`config.mk`:
```
export PLATFORM = sky130hd
export DESIGN_NAME = pps_ram
export DESIGN_NICKNAME = d
export VERILOG_FILES = /design/src/rtl/core/pps_ram.sv
export SDC_FILE = /design/constraint.sdc
export NUM_CORES = 1
export LEC_CHECK = 0
export BUFFER_PORTS_ARGS = -buffer_cell sky130_fd_sc_hd__buf_4
export CAP_MARGIN = 20
export CELL_PAD_IN_SITES_DETAIL_PLACEMENT = 0
export CELL_PAD_IN_SITES_GLOBAL_PLACEMENT = 1
export CORE_ASPECT_RATIO = 1.4
export CORE_UTILIZATION = 58
export CTS_BUF_LIST = sky130_fd_sc_hd__clkbuf_8
export CTS_CLUSTER_SIZE = 20
export DETAILED_ROUTE_END_ITERATION = 16
export PLACE_DENSITY_LB_ADDON = 0.1
export SYNTH_ARGS = -nofsm -noshare
export SYNTH_HDL_FRONTEND = slang
export SYNTH_SLANG_ARGS = --single-unit
```
`constraint.sdc`:
```
create_clock -name clk -period 4.1 [get_ports clk]
set_input_delay 0.205 -clock clk [delete_from_list [all_inputs] [get_ports clk]]
set_output_delay 0.205 -clock clk [all_outputs]
set_load 0.005 [all_outputs]
```
`src/rtl/core/pps_ram.sv`:
```
// ----------------------------------------------------------------------------
// pps_ram
// Generic single-write, single-read RAM with registered read data.
// ----------------------------------------------------------------------------
module pps_ram #(
  parameter int WIDTH = 8,
  parameter int DEPTH = 64
) (
  input  logic                                 clk,
  input  logic                                 we,
  input  logic [((DEPTH > 1) ? $clog2(DEPTH) : 1)-1:0] waddr,
  input  logic [WIDTH-1:0]                     wdata,
  input  logic [((DEPTH > 1) ? $clog2(DEPTH) : 1)-1:0] raddr,
  output logic [WIDTH-1:0]                     rdata
);

  logic [WIDTH-1:0] mem [DEPTH];
  logic [WIDTH-1:0] rdata_r;

  always_ff @(posedge clk) begin
    if (we) begin
      mem[waddr] <= wdata;
    end
    rdata_r <= mem[raddr];
  end

  assign rdata = rdata_r;

endmodule

```
==> run_results.csv <==
group,metric,value,unit
logic_synthesis,synth_edf_count,512,
timing,fin_tns_setup,0,ns
logic_synthesis,synth_cell_types,40,
die,rows,80,
timing,hold_viol_final,0,
logic_synthesis,synth_flop_cell,"edfxtp_1",
cts,post-cts-setup-buffer-count,0,
detailed_routing,dr_total_vias,9583,
cts,cts_inserted_buffers,75,
final_layout,final_layout_size_suffix_gt1_share,26.4,%
worst_hold_path,hp-start,"waddr[1]",
logic_synthesis,synthArstFlopShare,0,%
timing,finClkSkew,0.0282,ns
place,portBuffers,29,
power,p_switching,2.21,mW
timing,period_share,58.0,%
die,dieArea,35500,um2
final_layout,fin_area,22200,um2
place,place_ws,1.10,ns
power,p_per_area,465,nW/um2
detailed_routing,drtAntennaViolNets,0,
power,clockPowerShare,37.6,%
final_layout,syn2layout_area_growth,10.1,%
timing,hold_ws,0.0604,ns
cts,cts_tree,"yes",
power,power.total,10.3,mW
cts,cts-root-buf,"clkbuf_8",
worst_hold_path,min_to,"mem[49][2]",
logic_synthesis,synth_area_leaders,"edfxtp_1 76%, mux4_2 14%, nor2_1 1.5%",
final_layout,multi_input_area,4320,um2
global_routing,grt_first_pass_wirelength,66500,um
worst_setup_path,cp.arrival,2.87,ns
cts,cts_resized,0,
detailed_routing,wl_per_cell,29.4,um
logic_synthesis,yosysTopAreaCell,"edfxtp_1",
detailed_routing,drt_first_pass_iters,5,
final_layout,fillers,2281,
worst_setup_path,critPathKind,"input port to flop",
detailed_routing,routed_wl,44600,um
timing,slew_headroom,31.5,%
logic_synthesis,syn_avg_cell_area,21.5,um2
logic_synthesis,synthDominantCellAreaShare,76.2,%
place,gp_congestion,0.814,
power,seqPwrFrac,57.2,%
worst_hold_path,hp-class,"input port to flop",
run_status,outcome,"completed",
worst_setup_path,path_cells,"buf_4, buf_4, buf_4, nand2b_1, a211oi_1, nor4_1, nor3_1, o32ai_1",
place,hpwl,27400,um
final_layout,nets,1034,
worst_setup_path,cp_slowest_cell,"buf_4",
worst_setup_path,endpoint_kind,"flop",
timing,max_freq,420,MHz
global_routing,antenna_found_initial,0,
worst_setup_path,rr_worst_depth,5,
power,swShare,21.5,%
die,die_h,223,um
worst_setup_path,crit_top_cell,"buf_4",
die,fp.dieW,160,um
final_layout,n_antenna_cell,0,
global_routing,grt_max_degree,65,
timing,setup_ws,1.72,ns
timing,tightestPinTransition,1.02,ns
power,p_leak,7.00,nW
power,vdd_drop_max,0.000406,V
worst_setup_path,cp_max_fo,54,
global_routing,grt_pass1_vias,10300,
timing,drv_slew,0,
place,place_area,20800,um2
die,core_area,34100,um2
cts,clk_pin_slew,0.06,ns
worst_setup_path,r2r-start,"mem[2][5]",
timing,setup_viol,0,
cts,clk_latency,0.63,ns
logic_synthesis,synthesis.nets,962,
cts,cts.sinks,520,
final_layout,regArea,15500,um2
detailed_routing,viasPerCell,6.31,
cts,htree_levels,3,
worst_setup_path,r2r_end,"rdata[5]",
power,p_int,8.10,mW
job,cap_violations,0,
die,pin_count,30,
logic_synthesis,synth_cells,940,
detailed_routing,drc,0,
cts,cts_buffer_depth,3,
logic_synthesis,yosysWarnings,0,
worst_setup_path,slowest_delay,0.64,ns
detailed_routing,drt_iter0_drc,924,
global_routing,grt_usage,26.5,%
worst_setup_path,r2r_slack,1.91,ns
global_routing,grt_remaining_overflow,0,
logic_synthesis,ys_ff_latch,520,
power,pwr-share-comb,5.2,%
worst_hold_path,hold-path-cell-count,2,
die,start_util,59.1,%
worst_setup_path,cp-start-kind,"input port",
logic_synthesis,seq_area_frac_synth,77.0,%
logic_synthesis,syn-cell-area,20200,um2
timing,period_needed,2.38,ns
worst_setup_path,required,4.59,ns
timing,rsz0062_at_grt,"no",
[worst max-delay path by stage]
stage / to / start / slack, ns
3_5_place_dp: rdata[4] / raddr[1] / 1.10
3_3_place_gp: rdata[4] / raddr[1] / 1.30
4_1_cts: rdata[4] / raddr[1] / 1.76
6_report: rdata[4] / raddr[1] / 1.72
5_1_grt: rdata[6] / raddr[1] / 1.60
2_1_floorplan: rdata[3] / raddr[1] / 2.23
[worst max-delay path: cells and delay by family]
kind                   cells  cell delay, ns
buffers and inverters      3            1.49
AND/OR/NAND/NOR            3            0.63
AO/OA/AOI/OAI              2            0.50
[registers in the layout (all words and copies together), names as in the netlist]
signal	flops
mem	512
rdata	8
[layout make-up]
cell class | count | area share [%]
clock buffers | 81 | 5.02
flip-flops and latches | 520 | 70.0
multi-input cells | 369 | 19.4
repair buffers | 46 | 1.72
clock inverters | 52 | 1.30
well taps | 451 | 2.54
[power by group through the flow]
stage	clock network (mW)	logic, mW	registers [mW]
5_1_grt	4.15	0.572	5.90
2_1_floorplan	0	0.314	6.01
3_3_place_gp	0	0.530	6.01
6_report	3.87	0.539	5.90
3_5_place_dp	0	0.544	6.01
4_1_cts	3.94	0.547	5.90
[Yosys cell counts, types with 2 or more instances]
library cell and count:
buf_2 11, nor3_1 7, nand3_1 13, nand4_1 2
o221a_2 2, nand2_1 19, o2bb2ai_1 3, mux2_2 13
clkbuf_1 17, nor4_1 2, buf_1 4, mux2i_1 23
a22oi_1 3, a211oi_1 4, a2111oi_0 2, buf_12 2
o21a_1 2, o41ai_1 2, o22ai_1 8, a221oi_1 6
nand2b_1 7, mux4_2 126, edfxtp_1 512, nor2_1 83
buf_6 4, o32ai_1 2, o2111ai_1 3, buf_4 13
a21oi_1 3, nand3b_1 3, o21ai_1 2, o21ai_0 2
nor2b_1 14, o221ai_1 8, dfxtp_1 8
[placed cells by master (no fill, tap or decap), types with 3 or more instances in the layout]
master,synthesis,layout
a211oi_1,4,4
a21oi_1,3,3
a221oi_1,6,6
a22oi_1,3,3
buf_4,13,41
bufinv_16,0,3
clkbuf_8,0,82
clkinv_1,0,15
clkinv_2,0,12
dfxtp_1,8,8
edfxtp_1,512,512
inv_1,0,22
mux2_2,13,13
mux2i_1,23,23
mux4_2,126,126
nand2_1,19,19
nand2b_1,7,7
nand3_1,13,13
nand3b_1,3,3
nor2_1,83,83
nor2b_1,14,14
nor3_1,7,7
o2111ai_1,3,3
o221ai_1,8,8
o22ai_1,8,8
o2bb2ai_1,3,3
[cell families (layout without fill, tap and decap cells)]
logic type,after synthesis,count (layout),share of synthesized area [%]
multiplexers,162,162,15.9
flip-flops,520,520,77.0
AO/OA/AOI/OAI,54,54,2.07
AND/OR/NAND/NOR,153,153,3.39
buffers and inverters,51,179,1.57
[layer usage]
| layer | part of all wire (%) | GRT usage [%] | up-vias |
|---|---|---|---|
| met1 | 37 | 33.7 | 5080 |
| met5 | 0 | 0 | - |
| met4 | 3.1 | 11.8 | 0 |
| li1 | - | - | 4080 |
| met3 | 5.9 | 4.07 | 67 |
| met2 | 54 | 45.3 | 356 |
[timing repair]
item	4_1_cts	5_1_grt
hold endpoints to repair	6	0
setup endpoints to repair	0	0
hold buffers	1	0
[metrics by stage]
stage | std cells | utilization [%]
floorplan | 940 | -
global placement | 1384 | 60.9
detailed placement | 1384 | 60.9
CTS | 1518 | 65.0
global route | 1519 | 65.0
finish | 1519 | 65.0
Note: power is estimated with default switching activity, not from simulation.
