===== src/rtl/core/pps_pkg.sv =====
// ----------------------------------------------------------------------------
// pps_pkg
// Shared types and constants for the preemptive priority scheduler.
// ----------------------------------------------------------------------------
package pps_pkg;

  localparam int MAX_PROCS_DEF = 64;
  localparam int TIME_BITS_DEF = 16;

  localparam int CNT_W = 7;   // process count / completed count
  localparam int IDX_W = 6;   // entry index field
  localparam int PRI_W = 8;   // priority field
  localparam int FLD_W = 16;  // time-valued fields on the channels

  localparam logic [CNT_W-1:0] CNT_MAX = '1;

  localparam logic FUNC_LOAD = 1'b0;
  localparam logic FUNC_TICK = 1'b1;

  typedef enum logic [2:0] {
    S_IDLE,
    S_SCAN,
    S_UPDATE,
    S_METRIC,
    S_EMIT
  } state_t;

  typedef struct packed {
    logic             func;
    logic [IDX_W-1:0] entry_index;
    logic [FLD_W-1:0] arrival_time;
    logic [FLD_W-1:0] burst_time;
    logic [PRI_W-1:0] priority_level;
  } in_item_t;

  typedef struct packed {
    logic             idle;
    logic [IDX_W-1:0] running_index;
    logic             finished;
    logic [FLD_W-1:0] completion_time;
    logic [FLD_W-1:0] turnaround;
    logic [FLD_W-1:0] waiting;
    logic [FLD_W-1:0] response;
    logic             all_done;
    logic [FLD_W-1:0] tick_time;
  } out_item_t;

  typedef struct packed {
    logic start;
  } scan_ctl_t;

  typedef struct packed {
    logic done;
    logic found;
  } scan_sts_t;

endpackage


===== src/rtl/core/pps_scan.sv =====
// ----------------------------------------------------------------------------
// pps_scan
// Walks the process table one entry per cycle and keeps the best ready entry.
// ----------------------------------------------------------------------------
module pps_scan #(
  parameter int MAX_PROCS = pps_pkg::MAX_PROCS_DEF,
  parameter int TIME_BITS = pps_pkg::TIME_BITS_DEF
) (
  input  logic                                              clk,
  input  logic                                              rst_n,
  input  pps_pkg::scan_ctl_t                                ctl,
  input  logic [TIME_BITS-1:0]                              t,
  input  logic [pps_pkg::CNT_W-1:0]                         cnt,
  input  logic [4*TIME_BITS+pps_pkg::PRI_W-1:0]             rdata,
  output logic [((MAX_PROCS > 1) ? $clog2(MAX_PROCS) : 1)-1:0] raddr,
  output pps_pkg::scan_sts_t                                sts,
  output logic [((MAX_PROCS > 1) ? $clog2(MAX_PROCS) : 1)-1:0] best_idx,
  output logic [4*TIME_BITS+pps_pkg::PRI_W-1:0]             best_rec
);
  import pps_pkg::*;

  localparam int AW     = (MAX_PROCS > 1) ? $clog2(MAX_PROCS) : 1;
  localparam int TW     = TIME_BITS;
  localparam int RW     = 4 * TW + PRI_W;
  localparam int PRI_LO = TW;
  localparam int REM_LO = TW + PRI_W;
  localparam int ARR_LO = 3 * TW + PRI_W;

  logic             busy_r,     busy_nxt;
  logic [CNT_W-1:0] scan_r,     scan_nxt;
  logic             cmp_v_r,    cmp_v_nxt;
  logic [AW-1:0]    cmp_idx_r,  cmp_idx_nxt;
  logic             found_r,    found_nxt;
  logic [AW-1:0]    best_idx_r, best_idx_nxt;
  logic [RW-1:0]    best_rec_r, best_rec_nxt;

  logic [TW-1:0]    e_arr;
  logic [TW-1:0]    e_rem;
  logic [PRI_W-1:0] e_pri;
  logic [PRI_W-1:0] b_pri;
  logic             e_ready;
  logic             take;
  logic             done;

  assign e_arr = rdata[ARR_LO +: TW];
  assign e_rem = rdata[REM_LO +: TW];
  assign e_pri = rdata[PRI_LO +: PRI_W];
  assign b_pri = best_rec_r[PRI_LO +: PRI_W];

  // arrived and still has service left; strict > keeps the lowest index on ties
  assign e_ready = cmp_v_r && (e_arr <= t) && (e_rem != '0);
  assign take    = e_ready && (!found_r || (e_pri > b_pri));
  assign done    = busy_r && (scan_r == cnt) && !cmp_v_r;

  always_comb begin
    busy_nxt     = busy_r;
    scan_nxt     = scan_r;
    cmp_v_nxt    = 1'b0;
    cmp_idx_nxt  = cmp_idx_r;
    found_nxt    = found_r;
    best_idx_nxt = best_idx_r;
    best_rec_nxt = best_rec_r;
    if (ctl.start) begin
      busy_nxt  = 1'b1;
      scan_nxt  = '0;
      found_nxt = 1'b0;
    end else if (busy_r) begin
      if (scan_r < cnt) begin
        scan_nxt    = scan_r + CNT_W'(1);
        cmp_v_nxt   = 1'b1;
        cmp_idx_nxt = AW'(scan_r);
      end
      if (take) begin
        found_nxt    = 1'b1;
        best_idx_nxt = cmp_idx_r;
        best_rec_nxt = rdata;
      end
      if (done) begin
        busy_nxt = 1'b0;
      end
    end
  end

  always_ff @(posedge clk) begin
    if (!rst_n) begin
      busy_r  <= 1'b0;
      cmp_v_r <= 1'b0;
      found_r <= 1'b0;
      scan_r  <= '0;
    end else begin
      busy_r  <= busy_nxt;
      cmp_v_r <= cmp_v_nxt;
      found_r <= found_nxt;
      scan_r  <= scan_nxt;
    end
  end

  always_ff @(posedge clk) begin
    cmp_idx_r  <= cmp_idx_nxt;
    best_idx_r <= best_idx_nxt;
    best_rec_r <= best_rec_nxt;
  end

  assign raddr     = AW'(scan_r);
  assign sts.done  = done;
  assign sts.found = found_r;
  assign best_idx  = best_idx_r;
  assign best_rec  = best_rec_r;

endmodule


===== config.mk =====
export PLATFORM = sky130hd
export DESIGN_NAME = pps_scan
export DESIGN_NICKNAME = d
export VERILOG_FILES = /design/src/rtl/core/pps_pkg.sv /design/src/rtl/core/pps_scan.sv
export SDC_FILE = /design/constraint.sdc
export NUM_CORES = 1
export LEC_CHECK = 0
export ABC_AREA = 1
export BUFFER_PORTS_ARGS = -buffer_cell sky130_fd_sc_hd__buf_4
export CAP_MARGIN = 20
export CORE_MARGIN = 1.5
export CORE_UTILIZATION = 35
export CTS_CLUSTER_SIZE = 16
export DETAILED_ROUTE_END_ITERATION = 16
export HOLD_SLACK_MARGIN = 0.1
export PLACE_DENSITY = 0.73
export SYNTH_ARGS = -nofsm -noshare
export SYNTH_HDL_FRONTEND = slang
export SYNTH_SLANG_ARGS = --single-unit

===== constraint.sdc =====
create_clock -name clk -period 4.7 [get_ports clk]
set_input_delay 0.47 -clock clk [delete_from_list [all_inputs] [get_ports clk]]
set_output_delay 0.47 -clock clk [all_outputs]
set_load 0.02 [all_outputs]

==> results of run 1 <==
-- through the flow --
step / total power (uW) / hold WS [ns] / area (sq um)
after floorplan: 991 / 0.400 / 3920
after global placement: 1070 / 0.406 / 5440
after detailed placement: 1080 / 0.407 / 5440
after CTS: 1540 / 0.257 / 5600
after global routing: 1600 / 0.252 / 5600
final: 1520 / 0.281 / 5600
-- Yosys cell counts (all sizes together) --
master,count
edfxtp,84
inv,43
nand2,41
ha,32
a21oi,21
nor2,21
nand3,11
dfxtp,10
buf,8
nand4,5
o21ai,5
nor3,2
o21a,2
xnor2,2
xor2,2
a21o,1
and3,1
nand2b,1
nor4,1
-- power by group through the flow --
stage	clock (uW)	sequential (uW)	combinational [uW]
after global placement	0	936	138
after global routing	520	918	158
final	464	917	140
after detailed placement	0	937	142
after floorplan	0	940	50.9
after CTS	482	917	143
-- area by class of cell --
type                    instances  area [sq um]
clock buffers                   9           124
clock inverters                 6          40.0
fillers                       957          5290
inverters                      43           161
multi-input cells             148           983
flip-flops and latches         94          2720
well taps                     140           175
repair buffers                184          1390
-- flip-flops by register name (all words and copies together), names as in the netlist --
| register | cells |
|---|---|
| cmp_idx_r | 6 |
| scan_r | 7 |
| best_rec | 72 |
| best_idx | 6 |
| cmp_v_r | 1 |
| found_r | 1 |
| busy_r | 1 |
-- routing by layer --
metal,vias up,global-route usage [%],routed length [um]
met5,-,0,0
met4,0,6.77,203
met3,16,4.90,768
met2,122,25.9,4400
met1,1240,17.4,3560
li1,1385,-,-
-- path summary, 6_finish.rpt --
kind                                   start            to  slack [ns]
worst max-delay path            best_rec[23]  best_rec[30]        2.13
worst min-delay path               rdata[44]  best_rec[44]        0.28
worst max register to register  best_rec[23]  best_rec[30]        2.13
worst min register to register  cmp_idx_r[2]   best_idx[2]        0.43
-- logic make-up (layout without fill, tap and decap cells) --
| family | after synthesis | after routing | synth area share [%] |
|---|---|---|---|
| buffers and inverters | 51 | 242 | 5.65 |
| flip-flops | 94 | 94 | 69.5 |
| AO/OA/AOI/OAI | 29 | 29 | 4.18 |
| XOR/XNOR | 4 | 4 | 0.894 |
| AND/OR/NAND/NOR | 83 | 83 | 9.61 |
| adder cells (fa/ha/maj) | 32 | 32 | 10.2 |
==> out/metrics.json, run 1 <==
{
  "sta": {
    "grt_setup_unrepaired": "no",
    "final-setup-viol-count": 0,
    "finalHoldViolations": 0,
    "tns_ns": 0,
    "max_transition_viols_final": 0,
    "clock.fmax_ghz": 0.389,
    "worst_pin_slew_ns": 0.664,
    "worst_slew_margin_pct": 55.7,
    "layout_setup_ws_ns": 2.13,
    "fin_crit_ns": 2.57,
    "layout_worst_path_cycle_share_pct": 54.7,
    "fin_skew_ns": 0.0141
  },
  "placement": {
    "dpl.hpwl_mm": 7.23,
    "placed_cells_incl_taps": 609,
    "place.port_buffers": 183,
    "dp_slack_ns": 1.86,
    "place_congestion": 0.770
  },
  "power_and_ir_drop": {
    "pwr-share-comb_pct": 9.2,
    "power.net_switching_uw": 341,
    "power_density_nw_per_um2": 272,
    "switching_share_pct": 22.4,
    "clock_power_share_pct": 30.5,
    "power_leakage_uw": 0.00246,
    "p_seq_share_pct": 60.3,
    "vdd_ir_drop_max_mv": 0.149,
    "internal_power_uw": 1180
  },
  "drt": {
    "routed-via-count": 2763,
    "post_drt_via_cell_ratio": 4.43,
    "wl_per_cell_um": 14.3,
    "detail_route.iter0.violations": 106,
    "antenna_violating_nets_post_route": 0,
    "drt_pass1_iterations": 4,
    "remaining_drc_errors": 0,
    "total_wire_length_after_detailed_routing_mm": 8.93
  },
  "final_layout": {
    "design.final.nets": 610,
    "post_route_core_utilization_pct": 51.4,
    "syn_to_final_growth_pct": 42.9,
    "share_of_post_route_cells_with_drive_strength_above_1_pct": 42.4,
    "antenna_cells": 0,
    "instances_no_fill": 624,
    "most-common-layout-cells": "sky130_fd_sc_hd__buf_4, sky130_fd_sc_hd__edfxtp_1, sky130_fd_sc_hd__inv_1",
    "layout_commonest_cell": "sky130_fd_sc_hd__buf_4"
  },
  "die": {
    "io_pins": 184,
    "effective_utilization_at_floorplan_pct": 36.0,
    "fp-row-count": 38,
    "core_area_sq_um": 10900,
    "die-area_sq_um": 11800,
    "die_x_um": 109,
    "die_height_um": 109
  },
  "setup_path": {
    "crit_cells": 11,
    "cp_cell_sequence": "inv_1, ha_1, nand2_1, nor2_1, nand2_1, nand2_1, o21ai_0, nand2_1, nand2_1, nor2_4, buf_12",
    "critical_path.n_buffers_inverters": 2,
    "critical_path.max_stage_delay_ns": 0.54,
    "cp_slowest_cell": "sky130_fd_sc_hd__nor2_4",
    "critical_path_required_ns": 4.73,
    "critical-path-top-cell-by-count": "sky130_fd_sc_hd__nand2_1",
    "timing.critical_path.max_delay_family": "simple AND/OR/NAND/NOR gates",
    "kind_of_start_point_of_the_critical_path": "flop",
    "worst-r2r-cell-count": 11,
    "maximum_fanout_along_the_worst_path": 56,
    "worst_ep_arrival_time_ns": 2.60,
    "timing_worst_setup_path_type": "reg2reg",
    "cp-end-kind": "flop"
  },
  "synth": {
    "ff_latch_count_synth": 94,
    "syn_nets": 423,
    "synth.yosys.seq_area_share_pct": 69.5,
    "yosys-top-cells-area": "sky130_fd_sc_hd__edfxtp_1, sky130_fd_sc_hd__ha_1, sky130_fd_sc_hd__dfxtp_1",
    "yosys.cell_types.count": 24,
    "synthesis.yosys.warnings": 0,
    "synthesis.area_per_instance_sq_um": 13.4,
    "most_area_hungry_cell_type_in_the_yosys_netlist": "sky130_fd_sc_hd__edfxtp_1",
    "post-synth-top-area-fraction_pct": 64.3,
    "synthesis.area_sq_um": 3920,
    "gate_count_after_technology_mapping": 293
  },
  "grt": {
    "via_count_of_the_first_global_routing_pass": 2610,
    "grt_start_max_net_pins": 57,
    "grt_pass1_wl_mm": 13.1,
    "antenna_violations_before_repair": 0,
    "grt_overflow_total": 0,
    "global_route.usage.total_pct": 15.2
  },
  "clocking": {
    "tritoncts.num_buffers": 9,
    "post_cts.resized_instances": 0,
    "count_of_hold_fix_buffers_inserted_at_cts": 0,
    "tritoncts": "done",
    "clkTransAtPathRegs_ns": 0.09,
    "clockBufferDepth": 2,
    "master_cell_of_the_clock_root_buffer": "sky130_fd_sc_hd__clkbuf_8",
    "post_cts.repair.setup_buffers": 0,
    "h-tree-depth": 3,
    "worst_skew_pair.late_latency_ns": 0.36,
    "numClockSinks": 94
  },
  "run": {
    "maxCapViolCount": 0
  },
  "run_status": {
    "run_status": "completed"
  },
  "hold_path": {
    "min_delay_path_depth": 1,
    "min_path_type": "in2reg"
  }
}
Note: power is estimated with default switching activity, not from simulation.
==> run 2: changes to the inputs <==
--- a/config.mk
+++ b/config.mk
@@ -13,7 +13,7 @@
 export CTS_CLUSTER_SIZE = 16
 export DETAILED_ROUTE_END_ITERATION = 16
 export HOLD_SLACK_MARGIN = 0.1
-export PLACE_DENSITY = 0.73
+export PLACE_DENSITY = 0.71
 export SYNTH_ARGS = -nofsm -noshare
 export SYNTH_HDL_FRONTEND = slang
 export SYNTH_SLANG_ARGS = --single-unit
==> constraint.sdc (replaced) <==
create_clock -name clk -period 2.45 [get_ports clk]
set_input_delay 0.245 -clock clk [delete_from_list [all_inputs] [get_ports clk]]
set_output_delay 0.245 -clock clk [all_outputs]
set_load 0.02 [all_outputs]
==> run 2 against run 1 <==
  * First-iteration DRC count is 3.8% lower
  * Routed wire length is 10% higher
  * Core utilization is 7.0 points higher
  * Global-route usage is 1.5 points higher
  * Sequential power is 92% higher
==> out/metrics.json, run 2 (same netlist as run 1, synthesis figures left out) <==
{
  "final_layout": {
    "design.final.nets": {"value": 685, "change": "+12%"},
    "syn_to_final_growth_pct": 62.3,
    "share_of_post_route_cells_with_drive_strength_above_1": {"value": 37.0, "unit": "%", "change": "-5.3 points"},
    "most-common-layout-cells": "sky130_fd_sc_hd__buf_4, sky130_fd_sc_hd__edfxtp_1, sky130_fd_sc_hd__dlygate4sd3_1",
    "post_route_core_utilization": {"value": 58.4, "unit": "%", "change": "+7.0 points"},
    "layout_commonest_cell": "sky130_fd_sc_hd__buf_4",
    "largest_reg_flops": {"value": 72, "change": "unchanged"},
    "antenna_cells": {"value": 0, "change": "unchanged"}
  },
  "clocking": {
    "master_cell_of_the_clock_root_buffer": "sky130_fd_sc_hd__clkbuf_8",
    "h-tree-depth": {"value": 3, "change": "unchanged"},
    "clkTransAtPathRegs": {"value": 0.08, "unit": "ns", "change": "about the same"},
    "clockBufferDepth": {"value": 2, "change": "unchanged"},
    "post_cts.resized_instances": {"value": 0, "change": "unchanged"},
    "numClockSinks": {"value": 94, "change": "unchanged"},
    "worst_skew_pair.late_latency": {"value": 0.36, "unit": "ns", "change": "about the same"},
    "tritoncts.num_buffers": {"value": 9, "change": "unchanged"},
    "tritoncts": "done"
  },
  "power_and_ir_drop": {
    "power.net_switching": {"value": 641, "unit": "uW", "change": "+88%"},
    "pwr-share-comb": {"value": 11.9, "unit": "%", "change": "+2.7 points"},
    "power_leakage": {"value": 0.00280, "unit": "uW", "change": "+14%"},
    "switching_share": {"value": 20.8, "unit": "%", "change": "-1.6 points"},
    "internal_power": {"value": 2440, "unit": "uW", "change": "+110%"},
    "vdd_ir_drop_max": {"value": 0.296, "unit": "mV", "change": "+99%"},
    "p_seq_share": {"value": 57.1, "unit": "%", "change": "-3.2 points"},
    "clock_power_share": {"value": 31.0, "unit": "%", "change": "+0.5 points"},
    "power_density": {"value": 484, "unit": "nW/um^2", "change": "+78%"}
  },
  "sta": {
    "final-setup-viol-count": {"value": 0, "change": "unchanged"},
    "layout_worst_path_cycle_share_pct": 94.0,
    "clock.fmax_ghz": 0.434,
    "max_transition_viols_final": {"value": 0, "change": "unchanged"},
    "fin_crit_ns": 2.30,
    "worst_pin_slew": {"value": 0.468, "unit": "ns", "change": "-0.196 ns"},
    "tns": {"value": 0, "unit": "ns", "change": "unchanged"},
    "finalHoldViolations": {"value": 0, "change": "unchanged"},
    "layout_setup_ws": {"value": 0.148, "unit": "ns", "change": "-1.98 ns"},
    "fin_skew": {"value": 0.0170, "unit": "ns", "change": "+0.00290 ns"},
    "worst_slew_margin": {"value": 68.7, "unit": "%", "change": "+13 points"},
    "grt_setup_unrepaired": "no",
    "final_hold_slack": {"value": 0.147, "unit": "ns", "change": "-0.134 ns"}
  },
  "die": {
    "die-area": {"value": 11800, "unit": "sq um", "change": "unchanged"},
    "die_height": {"value": 109, "unit": "um", "change": "unchanged"},
    "io_pins": {"value": 184, "change": "unchanged"},
    "fp-row-count": {"value": 38, "change": "unchanged"},
    "core_area": {"value": 10900, "unit": "sq um", "change": "unchanged"},
    "effective_utilization_at_floorplan": {"value": 36.0, "unit": "%", "change": "unchanged"},
    "die_x": {"value": 109, "unit": "um", "change": "unchanged"}
  },
  "drt": {
    "wl_per_cell": {"value": 14.1, "unit": "um", "change": "-1.7%"},
    "detail_route.iter0.violations": {"value": 102, "change": "-3.8%"},
    "antenna_violating_nets_post_route": {"value": 0, "change": "unchanged"},
    "total_wire_length_after_detailed_routing": {"value": 9.83, "unit": "mm", "change": "+10%"},
    "post_drt_via_cell_ratio": {"value": 4.47, "change": "+0.90%"},
    "routed-via-count": {"value": 3123, "change": "+13%"},
    "drt_pass1_iterations": {"value": 4, "change": "unchanged"},
    "remaining_drc_errors": {"value": 0, "change": "unchanged"}
  },
  "hold_path": {
    "min_path_type": "in2reg"
  },
  "grt": {
    "via_count_of_the_first_global_routing_pass": {"value": 3091, "change": "+18%"},
    "antenna_violations_before_repair": {"value": 0, "change": "unchanged"},
    "grt_overflow_total": {"value": 0, "change": "unchanged"},
    "grt_pass1_wl": {"value": 14.7, "unit": "mm", "change": "+12%"},
    "grt_start_max_net_pins": {"value": 59, "change": "+3.5%"},
    "global_route.usage.total": {"value": 16.7, "unit": "%", "change": "+1.5 points"}
  },
  "run": {
    "maxCapViolCount": {"value": 0, "change": "unchanged"}
  },
  "setup_path": {
    "timing_worst_setup_path_type": "in2reg",
    "worst_ep_arrival_time": {"value": 2.33, "unit": "ns", "change": "-0.27 ns"},
    "kind_of_start_point_of_the_critical_path": "input pin",
    "maximum_fanout_along_the_worst_path": {"value": 58, "change": "+3.6%"},
    "critical_path_required": {"value": 2.48, "unit": "ns", "change": "-2.25 ns"},
    "cp-end-kind": "flop"
  },
  "placement": {
    "place.port_buffers": {"value": 183, "change": "unchanged"},
    "place_congestion": {"value": 0.806, "change": "+4.7%"},
    "dpl.hpwl": {"value": 7.25, "unit": "mm", "change": "+0.30%"},
    "dp_slack": {"value": 0.359, "unit": "ns", "change": "-1.50 ns"}
  },
  "run_status": {
    "run_status": "completed"
  }
}
run 2: routing by layer:
| metal | vias up | GRT usage [%] | part of all wire (%) |
|---|---|---|---|
| met4 | 0 | 6.86 | 1.5 |
| li1 | 1529 | - | - |
| met2 | 139 | 30.2 | 52 |
| met1 | 1443 | 18.5 | 39 |
| met5 | - | 0 | 0 |
| met3 | 12 | 4.24 | 7.9 |
run 2: cell type report:
cell class | instances | area, sq um
well taps | 140 | 175
flip-flops and latches | 94 | 2720
fillers | 863 | 4530
multi-input cells | 148 | 986
inverters | 43 | 161
clock inverters | 5 | 51.3
repair buffers | 259 | 2140
clock buffers | 10 | 128
run 2: final timing paths:
check | from | endpoint | cells after the start | slack, ns
worst min-delay path | rst_n | busy_r | 3 | 0.15
worst max register to register | best_rec[23] | best_rec[52] | 11 | 0.38
worst max-delay path | rdata[71] | best_rec[52] | 10 | 0.15
worst min register to register | cmp_idx_r[1] | best_idx[1] | 0 | 0.42
run 2: metrics by stage:
stage | power, uW | instance area [sq um] | cells
2_1_floorplan | 1900 | 3930 | 293
3_3_place_gp | 2060 | 5460 | 612
3_5_place_dp | 2070 | 5460 | 612
6_report | 3080 | 6360 | 699
4_1_cts | 3110 | 6360 | 699
5_1_grt | 3230 | 6360 | 699
run 2: power groups by stage:
stage / combinational, uW / sequential, uW / clock [uW]
after global placement: 264 / 1800 / 0
after detailed placement: 272 / 1800 / 0
after floorplan: 98.6 / 1800 / 0
after CTS: 367 / 1760 / 985
after global routing: 406 / 1760 / 1060
final: 366 / 1760 / 956
run 2: timing repair:
item,CTS,global route
hold buffers,72,0
buffers inserted,0,0
endpoints found under the setup margin,0,0
hold endpoints to repair,72,0
run 2: worst max-delay path: stages:
cell	delay, ns
sky130_fd_sc_hd__dlygate4sd3_1	0.56
sky130_fd_sc_hd__buf_4	0.15
sky130_fd_sc_hd__ha_1	0.28
sky130_fd_sc_hd__nand2_1	0.08
sky130_fd_sc_hd__nor3_1	0.29
sky130_fd_sc_hd__nand3_1	0.11
sky130_fd_sc_hd__nand2_1	0.08
sky130_fd_sc_hd__nand2_1	0.09
sky130_fd_sc_hd__nor2_4	0.13
sky130_fd_sc_hd__buf_12	0.28
